<file path="src/hdl/job_sequencing_slot_fill_assert.svh">
// Assertion macros shared by the job sequencing RTL.
`ifndef JOB_SEQUENCING_SLOT_FILL_ASSERT_SVH
`define JOB_SEQUENCING_SLOT_FILL_ASSERT_SVH

// Same-cycle implication, checked on the rising clock edge, off during reset.
`define JSF_ASSERT_IMP(name, clk, rstn, ante, cons) \
  name: assert property (@(posedge clk) disable iff (!rstn) (ante) |-> (cons)) \
    else $error("jsf assertion failed");

// Next-cycle implication, checked on the rising clock edge, off during reset.
`define JSF_ASSERT_NXT(name, clk, rstn, ante, cons) \
  name: assert property (@(posedge clk) disable iff (!rstn) (ante) |=> (cons)) \
    else $error("jsf assertion failed");

`endif

</file>
<file path="src/hdl/jsf_pkg.sv">
// ---------------------------------------------------------------------------
// jsf_pkg: shared types and constants
// Sizes, payload structs and control types of the job sequencing block.
// ---------------------------------------------------------------------------
`default_nettype none

package jsf_pkg;

  localparam int MAX_JOBS = 256;
  localparam int IDX_W    = $clog2(MAX_JOBS);
  localparam int CNT_W    = $clog2(MAX_JOBS + 1);
  localparam int RUN_W    = $clog2(2 * MAX_JOBS);
  localparam int RUN_LAST = 2 * MAX_JOBS - 1;
  localparam int FLD_W    = 16;
  localparam int JCNT_W   = 9;
  localparam int TOT_W    = 24;

  typedef struct packed {
    logic [FLD_W-1:0] deadline;
    logic [FLD_W-1:0] profit;
    logic             last_job;
  } jsf_in_t;

  typedef struct packed {
    logic [JCNT_W-1:0] job_count;
    logic [TOT_W-1:0]  total_profit;
  } jsf_out_t;

  // One job as it moves through the sort chain and the slot chain.
  typedef struct packed {
    logic             valid;
    logic             placed;
    logic [FLD_W-1:0] deadline;
    logic [FLD_W-1:0] profit;
  } jsf_tok_t;

  typedef struct packed {
    logic load;
    logic shift;
  } jsf_sort_ctrl_t;

  typedef enum logic {
    ST_LOAD,
    ST_RUN
  } jsf_state_e;

endpackage

`default_nettype wire

</file>
<file path="src/hdl/jsf_slot_cell.sv">
// ---------------------------------------------------------------------------
// jsf_slot_cell: one time slot of the slot chain
// Jobs pass downward one cell a cycle; the first free slot below the
// deadline that a job meets takes it, which is the latest free slot.
// ---------------------------------------------------------------------------
`default_nettype none

module jsf_slot_cell import jsf_pkg::*; (
  input  wire logic             clk_i,
  input  wire logic             rst_ni,
  input  wire jsf_tok_t         tok_i,
  input  wire logic [IDX_W-1:0] idx_i,
  input  wire logic [CNT_W-1:0] n_i,
  input  wire logic             clear_i,
  output jsf_tok_t              tok_o
);

  jsf_tok_t tok_q, tok_d;
  logic     taken_q, taken_d;
  logic     hit;

  // take the job when open, in range of the set and before its deadline
  assign hit = tok_i.valid && !tok_i.placed && !taken_q
            && ({1'b0, idx_i} < n_i) && (FLD_W'(idx_i) < tok_i.deadline);

  always_comb begin
    tok_d        = tok_i;
    tok_d.placed = tok_i.placed | hit;
    taken_d      = clear_i ? 1'b0 : (taken_q | hit);
  end

  always_ff @(posedge clk_i or negedge rst_ni) begin
    if (!rst_ni) begin
      tok_q   <= '0;
      taken_q <= 1'b0;
    end else begin
      tok_q   <= tok_d;
      taken_q <= taken_d;
    end
  end

  assign tok_o = tok_q;

endmodule

`default_nettype wire

</file>
<file path="config.mk">
export PLATFORM = sky130hd
export DESIGN_NAME = jsf_slot_cell
export DESIGN_NICKNAME = d
export VERILOG_FILES = /design/src/hdl/job_sequencing_slot_fill_assert.svh /design/src/hdl/jsf_pkg.sv /design/src/hdl/jsf_slot_cell.sv
export SDC_FILE = /design/constraint.sdc
export NUM_CORES = 1
export LEC_CHECK = 0
export CAP_MARGIN = 10
export CORE_ASPECT_RATIO = 0.6
export CORE_MARGIN = 1
export CORE_UTILIZATION = 28
export CTS_CLUSTER_SIZE = 24
export DETAILED_ROUTE_END_ITERATION = 10
export DONT_BUFFER_PORTS = 1
export PLACE_DENSITY = 0.49
export SLEW_MARGIN = 20
export SYNTH_ARGS = -nofsm -noshare
export SYNTH_HDL_FRONTEND = slang
export SYNTH_SLANG_ARGS = --single-unit
</file>
<file path="constraint.sdc">
create_clock -name clk_i -period 0.9 [get_ports clk_i]
set_input_delay 0.135 -clock clk_i [delete_from_list [all_inputs] [get_ports clk_i]]
set_output_delay 0.135 -clock clk_i [all_outputs]
set_load 0.01 [all_outputs]
</file>
## Word-level counts from Yosys, hierarchy flattened

Index checks and enable logic that the tools add are counted.
W data, S select, Z words.

- Reductions and logical operators: 6
- $lt $le $gt $ge: 2
- Mux-type cells: 1
- Bitwise gates (word level): 2

Operators with widths:

| operator | count |
|---|---|
| $lt A8 B16 Y1 | 1 |
| $lt A8 B9 Y1 | 1 |
| $logic_and A1 B1 Y1 | 4 |
| $logic_not A1 Y1 | 2 |
| $or A1 B1 Y1 | 2 |
| $mux W1 | 1 |

- Bits of input ports: 54
- Word-level logic and storage cells: 16
- Bits in registers: 35

## Logic depth before layout (Yosys ltp)

- Depth after elaboration: 7
- Mapped depth: 6
- Depth with buffers taken out: 6

## Worst setup path after synthesis

OpenSTA, ideal clock, no wires.

- Path type: input-to-reg
- Start: in n_i[7]
- End: reg tok_q, in the netlist tok_o[32]
- Path buffers: 0
- Path slack: -0.338 ns
- Arrival time: 1.128 ns
- Stages: 6
- Required time: 0.790 ns
- Path through: inv_1 > ha_1 > and4b_1 > o2111ai_1 > o21ai_1 > o41ai_1

RTL lines:

| what | RTL line | source |
|---|---|---|
| start, declared | jsf_slot_cell.sv:13 | `input wire logic [CNT_W-1:0] n_i,` |
| end signal, assigned | jsf_slot_cell.sv:37 | `tok_q <= tok_d;` |
| end, declared | jsf_slot_cell.sv:18 | `jsf_tok_t tok_q, tok_d;` |

==> flow_metrics.py <==
metrics = {
    "power_and_ir_drop": {
        "vdd_ir_drop_max_mv": 0.580,
        "total_power_mw": 3.13,
        "powerDensity_nw_per_um2": 1550,
        "power_leakage_nw": 0.853,
    },
    "cells_and_area": {
        "diodes": 0,
        "nNetsFinal": 203,
        "final_cells": 199,
        "drive_gt1_share_pct": 25.7,
        "syn_to_final_growth_pct": 51.5,
        "stdcell_area_um2": 2020,
        "final_util_pct": 44.2,
    },
    "yosys": {
        "synth.area.top_cells": "dfrtp_1 (66%), ha_1 (13%), inv_1 (4.5%)",
        "yosysWarnings": 0,
        "netlist.area_leader.share_pct": 65.7,
        "synth_edf_count": 0,
        "synth.most_common_cell": "dfrtp_1",
        "ys_seq_elements": 35,
        "synth_ff_type": "dfrtp_1",
        "syn-num-nets": 161,
        "postSynthCellCount": 93,
        "synth.distinct_cells": 23,
        "async_reset_ff_share_pct": 100,
        "yosys-top-cells-count": "dfrtp_1 (35), inv_1 (16), ha_1 (14)",
        "syn_avg_cell_area_um2": 14.3,
        "syn-cell-area_um2": 1330,
        "yosys.area.top_type": "dfrtp_1",
        "synth_seq_area_share_pct": 65.7,
    },
    "critical_path": {
        "rrSetupSlack_ns": -0.08,
        "worst_r2r_path_depth": 3,
        "start_kind": "input port",
        "crit_fanout": 2,
        "crit_type": "in -> reg",
        "worstPathRequired_ns": 1.05,
        "endpoint": "tok_o[32]",
        "end_kind": "flop",
        "cp.arrival_ns": 1.14,
        "rr_startpoint": "taken_q",
        "r2r_end": "taken_q",
        "critPathLaunch": "tok_i[20]",
    },
    "place": {
        "dp.cells": 156,
        "dpl.hpwl_mm": 2.33,
        "port_buffers": 0,
        "routabilityCongestion": 0.772,
        "pre_cts_slack_ns": -0.462,
        "placed_area_um2": 1480,
    },
    "clock_tree": {
        "cts.sinks": 35,
        "cts_buffers": 5,
        "clockBufferDepth": 2,
        "clk_pin_slew_ns": 0.06,
        "clock_latency_ns": 0.28,
        "tritoncts": "yes",
        "cts_root_buf": "clkbuf_8",
        "ctsHoldBuffers": 34,
        "ctsHtreeMaxLevel": 2,
    },
    "global_routing": {
        "grt_pass1_wl_mm": 4.94,
        "grt_max_degree": 36,
        "antenna_found_initial": 0,
        "grt_use_total_pct": 13.3,
        "grt_pass1_vias": 994,
        "overflow": 0,
    },
    "timing": {
        "setup_viol": 2,
        "timing_hold_violations_final": 35,
        "fin_setup_tns_ns": -0.176,
        "rsz0062_at_grt": "true",
        "worstMarginPinSlew_ns": 0.356,
        "slew_viol_final": 0,
        "fin_crit_ns": 0.992,
        "whs_ns": -0.453,
        "min_period_over_period_pct": 110,
        "maxSlewHeadroom_pct": 76.2,
        "worst_clock_skew_ns": 0.0000756,
        "fmax_ghz": 1.01,
        "fin_ws_ns": -0.0917,
    },
    "floorplanning": {
        "io_pins": 88,
        "initial_core_util_pct": 29.2,
        "die_h_um": 55.4,
        "dieWidth_um": 91.1,
        "fp-row-count": 19,
        "coreArea_um2": 4560,
        "die_area_um2": 5050,
    },
    "hold_path": {
        "hp-class": "in -> async",
    },
    "routing": {
        "vias_per_cell": 4.67,
        "wirelength_mm": 3.27,
        "wl_met3_um": 278,
        "firstDrtPassIters": 4,
        "dr.first_iter.drc_count": 7,
        "top_layer": "met4",
        "drtAntennaViolNets": 0,
        "met1_length_mm": 1.38,
        "drc": 0,
        "via_count": 929,
        "wl_met2_mm": 1.51,
        "wl_per_cell_um": 16.4,
    },
    "flow_run": {
        "cap_violations": 0,
    },
    "run_status": {
        "violations": "negative hold slack, negative setup slack",
        "status": "finished with violations",
    },
}
layer usage:
metal  vias to the layer above  global-route usage (%)
met5                         -                       0
met4                         0                    7.71
met3                        15                    4.55
met2                        67                    21.5
met1                       445                    15.5
li1                        402                       -
worst max-delay path, cell delays in order:
cell	delay [ns]
inv_4	0.02
ha_4	0.25
nand4_1	0.17
a2111oi_4	0.42
o41ai_2	0.14
area by class of cell:
type | instances | area [µm²]
Clock inverter | 1 | 5.00
Fill cell | 423 | 2550
Sequential cell | 35 | 876
Clock buffer | 7 | 76.3
Multi-Input combinational cell | 42 | 549
Inverter | 16 | 85.1
Tap cell | 63 | 78.8
Timing Repair Buffer | 35 | 348
sequential cells by signal (all words and copies together), names as in the netlist:
signal / flops
tok_o: 34
taken_q: 1
cells by family (layout without fill, tap and decap cells):
| group | count (synthesis) | in the layout | share of synthesized area, % |
|---|---|---|---|
| buffers and inverters | 16 | 59 | 4.51 |
| flip-flops | 35 | 35 | 65.7 |
| adder cells (fa/ha/maj) | 14 | 14 | 13.1 |
| AO/OA/AOI/OAI | 13 | 13 | 9.39 |
| AND/OR/NAND/NOR | 15 | 15 | 7.23 |
layout by cell type (no fill, tap or decap):
master / count
o2111ai_2: 1
nand4_1: 2
nand2b_1: 2
nand4b_1: 1
o41ai_2: 2
a21oi_1: 2
buf_4: 1
dlygate4sd3_1: 34
clkinv_2: 1
inv_1: 8
nor2_2: 1
inv_2: 2
dfrtp_1: 35
a2111oi_4: 2
ha_4: 8
o21ai_2: 1
a211oi_2: 1
and4b_1: 1
clkbuf_8: 5
a31oi_1: 1
nand2_1: 2
inv_8: 1
ha_1: 5
clkbuf_1: 2
a21o_1: 2
ha_2: 1
nand2b_4: 1
nand3_1: 3
o21ai_1: 1
inv_4: 3
inv_6: 2
nor4_2: 2
where the power goes:
part           total (mW)  leakage, nW  switching, mW  internal [mW]
clock network        1.04       0.0422          0.494          0.542
logic               0.364        0.402          0.134          0.230
registers            1.73        0.409         0.0766           1.66
total                3.13        0.853          0.705           2.43
worst min path at each step:
| stage | start | endpoint | slack [ns] |
|---|---|---|---|
| floorplan | rst_ni | taken_q | -0.16 |
| global placement | rst_ni | tok_o[13] | -0.16 |
| detailed placement | rst_ni | tok_o[13] | -0.16 |
| CTS | rst_ni | taken_q | -0.47 |
| global route | rst_ni | tok_o[27] | -0.48 |
| finish | rst_ni | taken_q | -0.45 |
repair_timing:
item	CTS	global route
endpoints found under the setup margin	2	2
cloned	0	0
resized for setup	24	1
hold endpoints to repair	69	35
setup buffers	1	0
pin swaps	13	0
No activity file was read; power rests on OpenSTA's default activity.
