[config.mk]
export PLATFORM = sky130hd
export DESIGN_NAME = jsf_sort_cell
export DESIGN_NICKNAME = d
export VERILOG_FILES = /design/src/hdl/job_sequencing_slot_fill_assert.svh /design/src/hdl/jsf_pkg.sv /design/src/hdl/jsf_sort_cell.sv
export SDC_FILE = /design/constraint.sdc
export NUM_CORES = 1
export LEC_CHECK = 0
export BUFFER_PORTS_ARGS = -buffer_cell sky130_fd_sc_hd__clkbuf_2
export CAP_MARGIN = 20
export CORE_MARGIN = 2
export CORE_UTILIZATION = 45
export DETAILED_ROUTE_END_ITERATION = 16
export PLACE_DENSITY = 0.81
export RECOVER_POWER = 50
export SKIP_CTS_REPAIR_TIMING = 1
export SLEW_MARGIN = 30
export SYNTH_ARGS = -nofsm -noshare
export SYNTH_HDL_FRONTEND = slang
export SYNTH_SLANG_ARGS = --single-unit
[constraint.sdc]
create_clock -name clk_i -period 2.65 [get_ports clk_i]
set_input_delay 0.265 -clock clk_i [delete_from_list [all_inputs] [get_ports clk_i]]
set_output_delay 0.265 -clock clk_i [all_outputs]
set_load 0.02 [all_outputs]
[src/hdl/job_sequencing_slot_fill_assert.svh]
// Assertion macros shared by the job sequencing RTL.
`ifndef JOB_SEQUENCING_SLOT_FILL_ASSERT_SVH
`define JOB_SEQUENCING_SLOT_FILL_ASSERT_SVH

// Same-cycle implication, checked on the rising clock edge, off during reset.
`define JSF_ASSERT_IMP(name, clk, rstn, ante, cons) \
  name: assert property (@(posedge clk) disable iff (!rstn) (ante) |-> (cons)) \
    else $error("jsf assertion failed");

// Next-cycle implication, checked on the rising clock edge, off during reset.
`define JSF_ASSERT_NXT(name, clk, rstn, ante, cons) \
  name: assert property (@(posedge clk) disable iff (!rstn) (ante) |=> (cons)) \
    else $error("jsf assertion failed");

`endif

[src/hdl/jsf_pkg.sv]
// ---------------------------------------------------------------------------
// jsf_pkg: shared types and constants
// Sizes, payload structs and control types of the job sequencing block.
// ---------------------------------------------------------------------------
`default_nettype none

package jsf_pkg;

  localparam int MAX_JOBS = 256;
  localparam int IDX_W    = $clog2(MAX_JOBS);
  localparam int CNT_W    = $clog2(MAX_JOBS + 1);
  localparam int RUN_W    = $clog2(2 * MAX_JOBS);
  localparam int RUN_LAST = 2 * MAX_JOBS - 1;
  localparam int FLD_W    = 16;
  localparam int JCNT_W   = 9;
  localparam int TOT_W    = 24;

  typedef struct packed {
    logic [FLD_W-1:0] deadline;
    logic [FLD_W-1:0] profit;
    logic             last_job;
  } jsf_in_t;

  typedef struct packed {
    logic [JCNT_W-1:0] job_count;
    logic [TOT_W-1:0]  total_profit;
  } jsf_out_t;

  // One job as it moves through the sort chain and the slot chain.
  typedef struct packed {
    logic             valid;
    logic             placed;
    logic [FLD_W-1:0] deadline;
    logic [FLD_W-1:0] profit;
  } jsf_tok_t;

  typedef struct packed {
    logic load;
    logic shift;
  } jsf_sort_ctrl_t;

  typedef enum logic {
    ST_LOAD,
    ST_RUN
  } jsf_state_e;

endpackage

`default_nettype wire

[src/hdl/jsf_sort_cell.sv]
// ---------------------------------------------------------------------------
// jsf_sort_cell: one cell of the profit sort chain
// Holds one job; on load it keeps the chain sorted by falling profit, on
// shift it takes its right neighbor so the head drains one job a cycle.
// ---------------------------------------------------------------------------
`default_nettype none

module jsf_sort_cell import jsf_pkg::*; (
  input  wire logic           clk_i,
  input  wire logic           rst_ni,
  input  wire jsf_sort_ctrl_t ctrl_i,
  input  wire jsf_tok_t       new_i,
  input  wire jsf_tok_t       left_i,
  input  wire logic           left_ins_i,
  input  wire jsf_tok_t       right_i,
  output jsf_tok_t            ent_o,
  output logic                ins_o
);

  jsf_tok_t ent_q, ent_d;

  // insertion point: empty or strictly lower profit, so ties keep load order
  assign ins_o = !ent_q.valid || (new_i.profit > ent_q.profit);

  always_comb begin
    ent_d = ent_q;
    if (ctrl_i.shift) begin
      ent_d = right_i;
    end else if (ctrl_i.load) begin
      if (left_ins_i) begin
        ent_d = left_i;
      end else if (ins_o) begin
        ent_d = new_i;
      end
    end
  end

  always_ff @(posedge clk_i or negedge rst_ni) begin
    if (!rst_ni) begin
      ent_q <= '0;
    end else begin
      ent_q <= ent_d;
    end
  end

  assign ent_o = ent_q;

endmodule

`default_nettype wire

After elaboration in Yosys (flattened, before gate mapping)
Index checks and enable logic that the tools add are counted.
- memory bits (read-only): 0
- output and inout port bits: 35
- word-level logic and storage cells: 14
- memory bits (writable): 0
- input bits: 107
- memories kept: 0
- bits in latches: 0
- flip-flop bits (word level): 34
- add/subtract/negate cells: 0
- bitwise gates (word level): 0
- equality and inequality tests: 0
- divide/modulo/power cells: 0
- shifts and indexed selects: 0
- multipliers: 0
- order comparisons: 1
- mux-type cells: 4
- reductions and logical operators: 5
- operators by type and width (operator ; count):
    $mux W34 ; 4
    $gt A16 B16 Y1 ; 1
    $reduce_bool A3 Y1 ; 1
    $reduce_and A2 Y1 ; 1
    $reduce_bool A2 Y1 ; 1
    $logic_not A1 Y1 ; 1
    $logic_or A1 B1 Y1 ; 1

Depth between registers and ports, before layout
Gate-level depths: netlist of run 1.
- word-level depth: 6
- mapped depth: 10
- depth with buffers taken out: 8

Least setup slack after synthesis of run 1
OpenSTA, ideal clock, no wires.
- path type: register to register
- start point: reg ent_q, in the netlist ent_o[15]
- end point: reg ent_q, in the netlist ent_o[32]
- arrival: 2.249 ns
- period minus slack after synthesis: 2.314 ns
- cell stages (with the launch flop): 11
- data required time: 2.585 ns
- setup time: 0.065 ns
- path slack: 0.336 ns
- path through: dfrtp_1 inv_1 ha_1 nand4_2 nor2_1 or3_4 o31a_1 buf_6 buf_12 o211ai_2 o221a_2
- longest elaborated chain between the ends: 4
- RTL lines (item ; line ; source):
    start: declaration ; jsf_sort_cell.sv:20 ; jsf_tok_t ent_q, ent_d;
    start signal: assignment ; jsf_sort_cell.sv:42 ; ent_q <= ent_d;
    $gt A16 B16 Y1 ; jsf_sort_cell.sv:23 ; assign ins_o = !ent_q.valid || (new_i.profit > ent_q.profit);
    $logic_or A1 B1 Y1 ; jsf_sort_cell.sv:23 ;
    $reduce_bool A3 Y1 (no source line) ; -- ;
    $reduce_and A2 Y1 (no source line) ; -- ;
Every way passes these cells.
A chain may end at the register's enable or synchronous reset.

Final worst setup path of run 1
- start point: reg ent_q, in the netlist ent_o[7]
- end point: out ins_o
- longest elaborated chain between the ends: 2
- RTL lines (item ; line ; source):
    $gt A16 B16 Y1 ; jsf_sort_cell.sv:23 ;
    $logic_or A1 B1 Y1 ; jsf_sort_cell.sv:23 ;
    end: declaration ; jsf_sort_cell.sv:17 ; output logic ins_o
Every way passes these cells.

==> impl.org, run 1 <==
** Clocking
- Counting along the longest clock path gives a buffer depth of 2.
- Number of buffers inserted during clock tree synthesis :: 5
- The H-tree generated during clock tree synthesis spans 2 levels.
- Clock Sinks :: 34
- The root buffer cell chosen for the clock tree is sky130_fd_sc_hd__clkbuf_8.
- Clock latency at the later pin of the worst-skew pair :: 0.28 ns
- Clock tree from TritonCTS :: yes
- Clock edge transition at the registers on the reported setup and hold paths :: around 0.07 ns

** Timing
- Setup violations remaining at the end of the flow were counted as 0.
- Worst Clk Skew :: 0.002708 ns
- For the pin with the worst max-slew slack, the measured transition is 1.834 ns.
- The count of endpoints failing hold in the final timing report is 0.
- The final count of pins violating max slew was 35.
- For this run, the top clock speed supported by timing is 0.3900 GHz.
- Share of the clock period used by the worst path :: between 90% and 100%
- Adding up every negative setup slack in the final design gives 0 ns.
- Relative max-transition margin :: -22.27%
- Min Clock Period, post-route :: ~2.6 ns
- Unrepaired setup endpoints after global routing :: yes

** Logic synthesis
- In this run, synthesis produced a sequential element count of 34.
- Counting every net in the synthesized netlist gives 349.
- Sequential elements use between 30% and 40% of the synthesized area.
- Largest cells by area after synthesis :: sky130_fd_sc_hd__dfrtp_1, sky130_fd_sc_hd__mux2i_1, sky130_fd_sc_hd__o211ai_2
- Fraction of the mapped netlist area in compound gates :: between 30% and 40%
- Mux share of post-synthesis cell area :: 13.70%
- Async set or reset register ratio after synthesis :: 100.0%
- The Yosys step of the flow raised 0 warnings.
- Synthesized netlist cell count :: 226
- Ys flop type :: sky130_fd_sc_hd__dfrtp_1
- Of the total synthesized cell area, the portion taken by AND, OR, NAND and NOR gates is 5.253%.
- Combinational family with the most area after synthesis :: compound AO/OA/AOI/OAI gates
- The synthesized netlist occupies a cell area of 2549 sq um.
- Of all cell types, the one taking the most synthesized area is sky130_fd_sc_hd__dfrtp_1.
- In this run, distinct cell masters in the synthesized netlist total 35.
- The synthesized netlist devotes 7.855% of its cell area to adder and majority cells.
- EDFF count, synth :: 0
- The synthesized netlist devotes 0% of its cell area to XOR and XNOR gates.
- The average instance in the mapped netlist occupies 11.28 sq um.
- Area share of the largest cell type after synthesis :: 33.38%

** Cells and area
- Number of antenna diodes :: 0
- The finished layout holds 437 standard cells, fillers aside.
- Layout cells sized above 1 :: 53.15%
- The register with the most flip-flops in the layout has 34 of them.
- Final #Nets :: roughly 490
- Relative area change from synthesis to final layout :: 31.81%
- Fraction of the core area covered by cells at the end of the flow :: 61.39%

** Route
- The first detailed-routing pass ran for 4 iterations.
- Overall routed net length :: 7.337 mm
- In the routed design, unresolved DRC markers number 0.
- After detailed routing, the average wire length per cell comes to 16.79 um.
- Remaining number of nets flagged by the antenna check after routing :: 0
- Detailed routing inserted a total of around 2400 vias.
- Drt via density :: between 5 and 6
- Iteration-0 DRC Markers :: roughly 150

** Status
- The run finished, with violations left.
- Failing checks :: max-capacitance violations, max-slew violations

** Worst setup path
- Critical Path Source Type :: flip-flop
- Arrival time at the worst endpoint :: 2.30 ns
- Endpoint kind of the worst setup timing path :: output pin
- For this design, the slowest cell found on the critical path is sky130_fd_sc_hd__a221o_2.
- CP Data Required Time :: about 2.4 ns
- Traced cell by cell, the critical path runs through inv_1, ha_1, a21oi_1, o21ai_0, a221o_2, o31ai_4, nand2_1, clkbuf_2.
- In this design, the largest share of critical-path delay is due to compound AO/OA/AOI/OAI gates.
- For this run, the slowest stage of the critical path takes a little under 0.4 ns.
- Highest fanout seen on the critical path :: 5
- Together, buffers and inverters on the worst path number 2.
- Critical setup path kind :: flip-flop to output pin

** Pwr
- PD cells :: slightly below 500 nW/um^2
- The worst-case IR drop observed on VDD is 0.0002292 V.
- The analysis attributes to cell leakage a power of about 1.7 nW.

** Floorplan
- For this design the top-level I/O count stands at about 140.
- The die is between 70 and 80 um tall.
- The total area inside the core boundary comes to between 5000 and 6000 sq um.
- Initial standard-cell utilization of the core :: a little under half
- The die covers 6281 sq um.
- From left edge to right edge, the die measures 79.26 um.
- The initialized floorplan defines 27 standard-cell rows.

** Global routing
- Pin count of the biggest net entering global routing :: 35
- After global routing the overflow that remains totals 0.
- For this run, the total global-route usage over all layers was measured as 23.90%.
- First-pass GRT wire length :: 11.84 mm
- The number of antenna violations at the first check in global routing came to 0.
- The via count of the first global-routing pass came to 2608.

** Flow run
- Number of maximum-capacitance violations :: 1

** Place
- At the end of routability-driven placement, the weighted congestion stood at 0.7790.
- HPWL after detailed placement :: 5.501 mm
- Number of I/O port buffers :: between 100 and 150
- The number of placed instances, taps included, is 428.

** Worst hold path
- Worst Hold Class :: input pin to flip-flop
==> cell families (layout without fill, tap and decap cells) <==
logic type | after synthesis | in the layout
flip-flops | 34 | 34
AND/OR/NAND/NOR | 25 | 25
adder cells (fa/ha/maj) | 16 | 16
buffers and inverters | 36 | 174
multiplexers | 34 | 34
AO/OA/AOI/OAI | 81 | 82
==> worst paths after layout <==
kind	cells after the start	endpoint	startpoint	slack, ns
worst min register to register	1	ent_o[17]	ent_o[17]	0.56
worst max-delay path	8	ins_o	ent_o[7]	0.09
worst min-delay path	3	ent_o[33]	right_i[33]	0.24
worst max register to register	8	ent_o[16]	ent_o[15]	0.14
max in group asynchronous	1	ent_o[26]	rst_ni	1.11
min in group asynchronous	1	ent_o[1]	rst_ni	0.47
==> worst register-to-register path: cells and delay by family (launching register included) <==
family / cells / cell delay (ns)
flops: 1 / 0.37
compound gates: 4 / 1.21
buf+inv: 1 / 0.05
simple gates: 2 / 0.50
fa+ha+maj: 1 / 0.32
==> layout make-up <==
cell class                 count  area, sq um
fill                         517         2113
timing repair buffer         149        755.7
tap                           72        90.09
inverter                      18        67.56
multi-input combinational    157         1519
sequential                    34        850.8
clock buffer                   7        76.32
==> power breakdown <==
group | internal (W) | switching, W | leakage (nW)
combinational | 0.000269 | 0.000364 | 1.26
clock | 0.000181 | 0.000176 | 0.0383
sequential | 0.000583 | 0.0000468 | 0.382
total | 0.00103 | 0.000586 | 1.68
==> cells in the final DEF (no fill, tap or decap), types with 2 or more instances in the layout <==
cell type and count:
sky130_fd_sc_hd__mux2i_1 27, sky130_fd_sc_hd__mux2_2 7, sky130_fd_sc_hd__buf_4 7, sky130_fd_sc_hd__o211ai_1 7, sky130_fd_sc_hd__clkbuf_2 123, sky130_fd_sc_hd__dfrtp_1 34
sky130_fd_sc_hd__a21oi_1 7, sky130_fd_sc_hd__o211ai_2 20, sky130_fd_sc_hd__nand2_1 11, sky130_fd_sc_hd__o221a_2 22, sky130_fd_sc_hd__ha_1 16, sky130_fd_sc_hd__o22ai_1 7
sky130_fd_sc_hd__a2bb2oi_1 7, sky130_fd_sc_hd__clkbuf_1 20, sky130_fd_sc_hd__inv_1 17, sky130_fd_sc_hd__clkbuf_8 5, sky130_fd_sc_hd__nor2_1 5, sky130_fd_sc_hd__nor3_1 2
sky130_fd_sc_hd__o221a_1 4, sky130_fd_sc_hd__a21oi_4 2
==> through the flow <==
stage | area [sq um] | total power [W] | setup WS, ns | hold slack, ns
global placement | 3269 | 0.001250 | -0.01067 | 0.4145
detailed placement | 3269 | 0.001268 | -0.1705 | 0.4217
CTS | 3346 | 0.001636 | -0.1863 | 0.1228
floorplan | 2549 | 0.001063 | 0.3360 | -0.03059
global route | 3359 | 0.001719 | -0.07600 | 0.2309
finish | 3359 | 0.001619 | 0.08602 | 0.2351
==> routing by layer <==
| metal | share of wire (%) | routed length, um | vias to the layer above | global-route usage, % |
|---|---|---|---|---|
| li1 | - | - | 1169 | - |
| met1 | 41 | 2972 | 1153 | 28.58 |
| met2 | 52 | 3799 | 100 | 42.88 |
| met3 | 5.9 | 430 | 15 | 4.318 |
| met4 | 1.9 | 136 | 0 | 8.276 |
| met5 | 0 | 0 | - | 0 |
==> Yosys cell counts (4+ instances only) <==
| cell type | count |
|---|---|
| sky130_fd_sc_hd__nor2_1 | 5 |
| sky130_fd_sc_hd__nand2_1 | 11 |
| sky130_fd_sc_hd__a21oi_1 | 7 |
| sky130_fd_sc_hd__a2bb2oi_1 | 7 |
| sky130_fd_sc_hd__inv_1 | 17 |
| sky130_fd_sc_hd__clkbuf_1 | 7 |
| sky130_fd_sc_hd__dfrtp_1 | 34 |
| sky130_fd_sc_hd__mux2_2 | 7 |
| sky130_fd_sc_hd__o22ai_1 | 7 |
| sky130_fd_sc_hd__o221a_1 | 4 |
| sky130_fd_sc_hd__o221a_2 | 22 |
| sky130_fd_sc_hd__mux2i_1 | 27 |
| sky130_fd_sc_hd__o211ai_1 | 7 |
| sky130_fd_sc_hd__o211ai_2 | 20 |
| sky130_fd_sc_hd__ha_1 | 16 |
Note: power is estimated with default switching activity, not from simulation.
==> run 2, diff against run 1 <==
CTS_BUF_LIST = sky130_fd_sc_hd__clkbuf_16   (was default)
==> run 2 against run 1 <==
Effect of this change: fmax is 0.28% lower; first-iteration DRC count fell by 37%; worst setup slack worse by 0.0072 ns; flip-flop and latch count did not move; the run still ends with max-capacitance violations, max-slew violations left.
==> impl.org, run 2 (synthesis gave the netlist of run 1 again) <==
** Status
- The run finished, with violations left.
- Failing checks :: max-capacitance violations, max-slew violations

** Timing
- Setup repair after global routing could not meet its margin everywhere.
- Worst Clk Skew :: 0.003863 ns (+0.001156 ns)
- The final count of pins violating max slew is 35 (unchanged).
- The setup TNS was 0 ns (unchanged).
- The post-route worst setup slack came to 0.07881 ns (-0.007210 ns).
- The maximum clock frequency was 0.3889 GHz (-0.28%).
- Relative max-transition margin :: -23.35% (-1.1 points)
- Transition time of the tightest slew-check pin :: 1.850 ns (+0.01613 ns)
- Min Clock Period, post-route :: 2.571 ns (+0.007210 ns)
- Share of the clock period used by the worst path :: 97.03% (+0.27 points)
- Worst hold-check slack :: 0.2443 ns (+0.009244 ns)
- Setup violation total in the final timing report :: 0 (unchanged)
- The count of endpoints failing hold in the final timing report came to 0 (unchanged).

** Route
- Vias :: 2436 (-0.041%)
- Remaining number of nets flagged by the antenna check after routing :: 0 (unchanged)
- The number of design-rule violations left by the first detailed-router iteration was 91 (-37%).
- The number of remaining DRC errors was 0 (unchanged).
- The average routed wire per standard cell came to 16.81 um (+0.11%).
- The number of vias per cell after detailed routing came to 5.574 (about the same).
- Overall routed net length :: 7.345 mm (+0.11%)
- The number of detailed-route iterations in the first pass came to 4 (unchanged).

** Worst setup path
- Highest fanout seen on the critical path :: 5 (unchanged)
- Critical Path Source Type :: flip-flop
- Critical path startpoint :: ent_o[7]
- Minimum setup slack among reg-to-reg paths :: 0.11 ns (-0.03 ns)
- The signal arrival time at the worst endpoint is 2.31 ns (about the same).
- Source of the worst register-to-register timing path :: ent_o[15]
- STA classifies the critical path endpoint as an output pin.
- CP Data Required Time :: 2.38 ns (about the same)
- The critical path in this run is classified as flip-flop to output pin.

** Floorplan
- Core box area :: 5473 sq um (unchanged)
- The top-level I/O count came to 142 (unchanged).
- Die extent in y :: 79.26 um (unchanged)
- X dimension of the die :: 79.26 um (unchanged)
- Die Area :: 6281 sq um (unchanged)
- The placement row count was 27 (unchanged).
- Initial standard-cell utilization of the core :: 46.57% (unchanged)

** Global routing
- Initial antenna violation count :: 0 (unchanged)
- The final global-route overflow total is 0 (unchanged).
- The global router's overall resource usage was 23.71% (-0.19 points).
- The global-route wire length before repair was 11.81 mm (-0.30%).
- The largest net degree at the start of global routing was 35 (unchanged).
- Via count of the first global-routing pass :: 2578 (-1.2%)

** Cells and area
- The flip-flop count of the largest register after layout is 34 (unchanged).
- The library cell used most frequently in the layout, excluding fill and tap cells, is sky130_fd_sc_hd__clkbuf_2.
- The count of nets after finishing is 488 (unchanged).
- The proportion of layout cells with a drive suffix above 1 came to 53.70% (+0.55 points).
- Relative area change from synthesis to final layout :: 34.12%
- In the layout the commonest cells are sky130_fd_sc_hd__clkbuf_2, sky130_fd_sc_hd__dfrtp_1, sky130_fd_sc_hd__mux2i_1.
- Number of antenna diodes :: 0 (unchanged)
- Fraction of the core area covered by cells at the end of the flow :: 62.46% (+1.1 points)

** Pwr
- Power after layout :: 0.001798 W (+11%)
- The leakage dissipation is 1.721 nW (+2.4%).
- The maximum vdd ir drop came to 0.0003331 V (+45%).
- PD cells :: 525.8 nW/um^2 (+9.1%)

** Worst hold path
- Worst Hold Class :: input pin to flip-flop
- In this run the most critical hold path is launched from right_i[33].

** Place
- Post-Place Worst Slack :: -0.1705 ns (unchanged)
- The half-perimeter wire length after placement is 5.501 mm (unchanged).
- Number of I/O port buffers :: 141 (unchanged)
- Placer's final routability congestion estimate :: 0.7790 (unchanged)

** Clocking
- Clock edge transition at the registers on the reported setup and hold paths :: 0.05 ns (-0.02 ns)
- Clock Sinks :: 34 (unchanged)
- TritonCTS built the clock tree.
- The H-tree level count is 2 (unchanged).
- The clock tree buffer depth came to 2 (unchanged).
- Cell chosen for the clock root :: sky130_fd_sc_hd__clkbuf_16
- Clock latency at the later pin of the worst-skew pair :: 0.27 ns (about the same)
- Number of buffers inserted during clock tree synthesis :: 5 (unchanged)

** Flow run
- The number of max-cap violations is 1 (unchanged).
==> run 2: final timing paths <==
check                      cells after the start        end
max reg2reg                                    8   ent_o[0]
min reg2reg                                    1  ent_o[32]
max                                            8      ins_o
min in group asynchronous                      1   ent_o[1]
min                                            3  ent_o[33]
max in group asynchronous                      1  ent_o[26]
==> run 2: layer usage <==
metal | track usage (%) | up-vias | part of all wire, %
met5 | 0 | - | 0
met4 | 5.517 | 0 | 1.3
met3 | 4.886 | 10 | 5.7
met2 | 42.80 | 104 | 52
met1 | 28.87 | 1157 | 41
li1 | - | 1165 | -
==> run 2: report_power, final <==
part | leakage [nW] | switching [W] | internal [W]
Combinational | 1.27 | 0.000364 | 0.000269
Clock | 0.0723 | 0.000198 | 0.000336
Sequential | 0.382 | 0.0000471 | 0.000584
Total | 1.72 | 0.000609 | 0.00119
==> run 2: worst max-delay path, cell delays in order (launching register included) <==
cell and delay (ns):
sky130_fd_sc_hd__dfrtp_1 0.37, sky130_fd_sc_hd__inv_1 0.07, sky130_fd_sc_hd__ha_1 0.30, sky130_fd_sc_hd__a21oi_1 0.13
sky130_fd_sc_hd__o21ai_0 0.13, sky130_fd_sc_hd__a221o_2 0.39, sky130_fd_sc_hd__o31ai_4 0.36, sky130_fd_sc_hd__nand2_1 0.11
sky130_fd_sc_hd__clkbuf_2 0.17
==> run 2: metrics by stage <==
step | std cells | cell area [sq um]
after floorplan | 226 | 2549
after global placement | 428 | 3269
after detailed placement | 428 | 3269
after CTS | 435 | 3402
after global routing | 437 | 3418
final | 437 | 3418
==> run 2: layout make-up <==
class                      count  area, sq um
sequential                    34        850.8
inverter                      18        67.56
multi-input combinational    157         1519
timing repair buffer         149        758.2
clock buffer                   5        125.1
fill                         499         2054
tap                           72        90.09
clock inverter                 2        7.507
==> run 3, diff against run 2 <==
CORE_ASPECT_RATIO = 1.5   (was default)
==> run 3 against run 2 <==
Effect of this change: the flow still finishes with violations (max-capacitance violations, max-slew violations); core utilization is 0.92 points higher; worst hold slack worse by 0.036 ns; critical path depth stayed put; fmax hardly changed; critical path type unchanged; largest cell class unchanged; highest routed layer unchanged.
==> impl.org, run 3 (synthesis gave the netlist of run 1 again) <==
** Status
- The flow ran to the end, but the final reports show violations.
- Failing checks :: max-capacitance violations, max-slew violations

** Place
- HPWL after detailed placement :: 5.613 mm (+2.0%)
- The placed instance count is 424 (-0.93%).
- Placer's final routability congestion estimate :: 0.7729 (-0.78%)
- The count of buffers inserted at the top-level ports came to 141 (unchanged).
- The post-placement worst setup slack came to -0.1145 ns (+0.05601 ns).

** Cells and area
- Cell Count, Final, Fillers Out :: 436 (-0.23%)
- Leading cell types in the layout, fill and taps excluded :: sky130_fd_sc_hd__clkbuf_2, sky130_fd_sc_hd__dfrtp_1, sky130_fd_sc_hd__mux2i_1
- The antenna diode instance count was 0 (unchanged).
- Relative area change from synthesis to final layout :: 35.54%
- The proportion of layout cells with a drive suffix above 1 is 54.10% (+0.40 points).
- Flip-flop count of the largest register, all copies and words added :: 34 (unchanged)
- Final #Nets :: 488 (unchanged)
- Leading cell type in the layout, fill and taps excluded :: sky130_fd_sc_hd__clkbuf_2

** Worst setup path
- The required time of the critical path is 2.38 ns (about the same).
- The depth of the most critical reg-to-reg path was 9 (+1).
- The worst setup path is captured at an output pin.
- The critical-path maximum fanout came to 5 (unchanged).
- The worst setup path is of the flip-flop to output pin kind.
- Arrival time at the worst endpoint :: 2.31 ns (about the same)
- Minimum setup slack among reg-to-reg paths :: 0.09 ns (-0.02 ns)
- The worst register-to-register path ends at ent_o[21].
- Source of the worst register-to-register timing path :: ent_o[15]
- Critical Path Source Type :: flip-flop

** Global routing
- Via count of the first global-routing pass :: 2407 (-6.6%)
- Overall routing resource usage :: 22.84% (-0.87 points)
- Initial antenna violation count :: 0 (unchanged)
- Pin count of the biggest net entering global routing :: 35 (unchanged)
- The final global-route overflow total was 0 (unchanged).
- The global-route wire length before repair was 11.33 mm (-4.0%).

** Worst hold path
- Beginning of the worst hold path :: right_i[33]
- The worst hold path cell count was 3 (unchanged).
- Worst Hold Class :: input pin to flip-flop
- The worst hold path terminates at ent_o[33].

** Flow run
- The number of max-cap violations is 1 (unchanged).

** Pwr
- PD cells :: 528.4 nW/um^2 (+0.49%)
- LEAKAGE :: 1.728 nW (+0.42%)
- The maximum vdd ir drop was 0.0004171 V (+25%).
- Power after layout :: 0.001826 W (+1.6%)

** Clocking
- The clock edge transition at the registers on the reported setup and hold paths was 0.05 ns (about the same).
- Cell chosen for the clock root :: sky130_fd_sc_hd__clkbuf_16
- Max clock buf depth :: 2 (unchanged)
- TritonCTS built the clock tree.
- The number of clock sinks is 34 (unchanged).
- Number of buffers inserted during clock tree synthesis :: 5 (unchanged)
- The H-tree level count is 2 (unchanged).
- The clock insertion delay at the later pin of the skew report is 0.27 ns (about the same).

** Timing
- Min Clock Period, post-route :: 2.571 ns (-0.0003639 ns)
- Transition time of the tightest slew-check pin :: 1.853 ns (+0.002898 ns)
- Worst Clk Skew :: 0.004856 ns (+0.0009928 ns)
- The maximum clock frequency was 0.3890 GHz (about the same).
- The worst slew slack as a fraction of its limit was -23.54% (-0.19 points).
- The final count of pins violating max slew came to 35 (unchanged).
- Final worst slack :: 0.07917 ns (+0.0003639 ns)
- The count of endpoints failing hold in the final timing report came to 0 (unchanged).
- Share of the clock period used by the worst path :: 97.01% (about the same)
- Setup violation total in the final timing report :: 0 (unchanged)

** Route
- The number of vias per cell after detailed routing is 5.729 (+2.8%).
- The number of detailed-route iterations in the first pass came to 4 (unchanged).
- The via count is 2498 (+2.5%).
- The average routed wire per standard cell came to 17.17 um (+2.1%).
- The post-detailed-route count of antenna-violating nets was 0 (unchanged).
- Remaining DRCs :: 0 (unchanged)
- The post-detailed-routing wire length was 7.484 mm (+1.9%).
- Iteration-0 DRC Markers :: 121 (+33%)

** Floorplan
- Die Area :: 6294 sq um (+0.20%)
- Top-level port count :: 142 (unchanged)
- The area of the core region was 5450 sq um (-0.41%).
- The height of the die was 96.17 um (+21%).
- Initial standard-cell utilization of the core :: 46.76% (+0.19 points)
- The placement row count was 33 (+22%).
- The die span in x came to 65.45 um (-17%).
[run 3: cell types whose count changed in the layout (fill, tap and decap cells not counted), sizes merged]
cell / change
clkinv: +3
inv: -2
[run 3: metrics by stage]
stage                      TNS [ns]  cell area [sq um]  utilization, %  hold WS (ns)
after CTS                    -2.833               3393           62.26        0.1346
after detailed placement     -2.658               3257           59.76        0.4271
final                             0               3455           63.38        0.2081
after global placement    -0.004697               3257           59.76        0.3996
after floorplan                   0               2549               -      -0.03059
after global routing      -0.009545               3455           63.38        0.2341
[run 3: worst max path at each step]
stage	slack (ns)	end	cells past startpoint	from
floorplan	0.34	ent_o[32]	10	ent_o[15]
global placement	-0.005	ent_o[32]	8	ent_o[15]
detailed placement	-0.11	ent_o[32]	8	ent_o[15]
CTS	-0.14	ent_o[20]	8	ent_o[15]
global route	-0.01	ins_o	8	ent_o[5]
finish	0.08	ins_o	8	ent_o[5]
[run 3: per-layer routing]
metal / vias up / track usage, % / part of all wire, %
li1: 1175 / - / -
met1: 1227 / 27.26 / 38
met2: 88 / 42.86 / 56
met3: 8 / 3.275 / 4.6
met4: 0 / 5.035 / 1.2
met5: - / 0 / 0
[run 3: critical path, cell delays in order (launching register included)]
cell and delay (ns):
sky130_fd_sc_hd__dfrtp_1 0.38, sky130_fd_sc_hd__inv_1 0.06, sky130_fd_sc_hd__ha_1 0.29, sky130_fd_sc_hd__a21oi_1 0.14, sky130_fd_sc_hd__o21ai_1 0.11, sky130_fd_sc_hd__a221o_2 0.39
sky130_fd_sc_hd__o31ai_4 0.37, sky130_fd_sc_hd__nand2_1 0.13, sky130_fd_sc_hd__clkbuf_2 0.17
[run 3: cell type report]
class | instances | area [sq um]
repair buffers | 149 | 759.5
well taps | 70 | 87.58
flip-flops and latches | 34 | 850.8
multi-input cells | 157 | 1553
fillers | 486 | 1996
clock inverters | 3 | 11.26
clock buffers | 5 | 125.1
inverters | 18 | 67.56
[run 3: power by group]
| part | internal (W) | total [W] | switching (W) |
|---|---|---|---|
| combinational | 0.000278 | 0.000656 | 0.000377 |
| clock | 0.000338 | 0.000539 | 0.000201 |
| sequential | 0.000584 | 0.000631 | 0.0000472 |
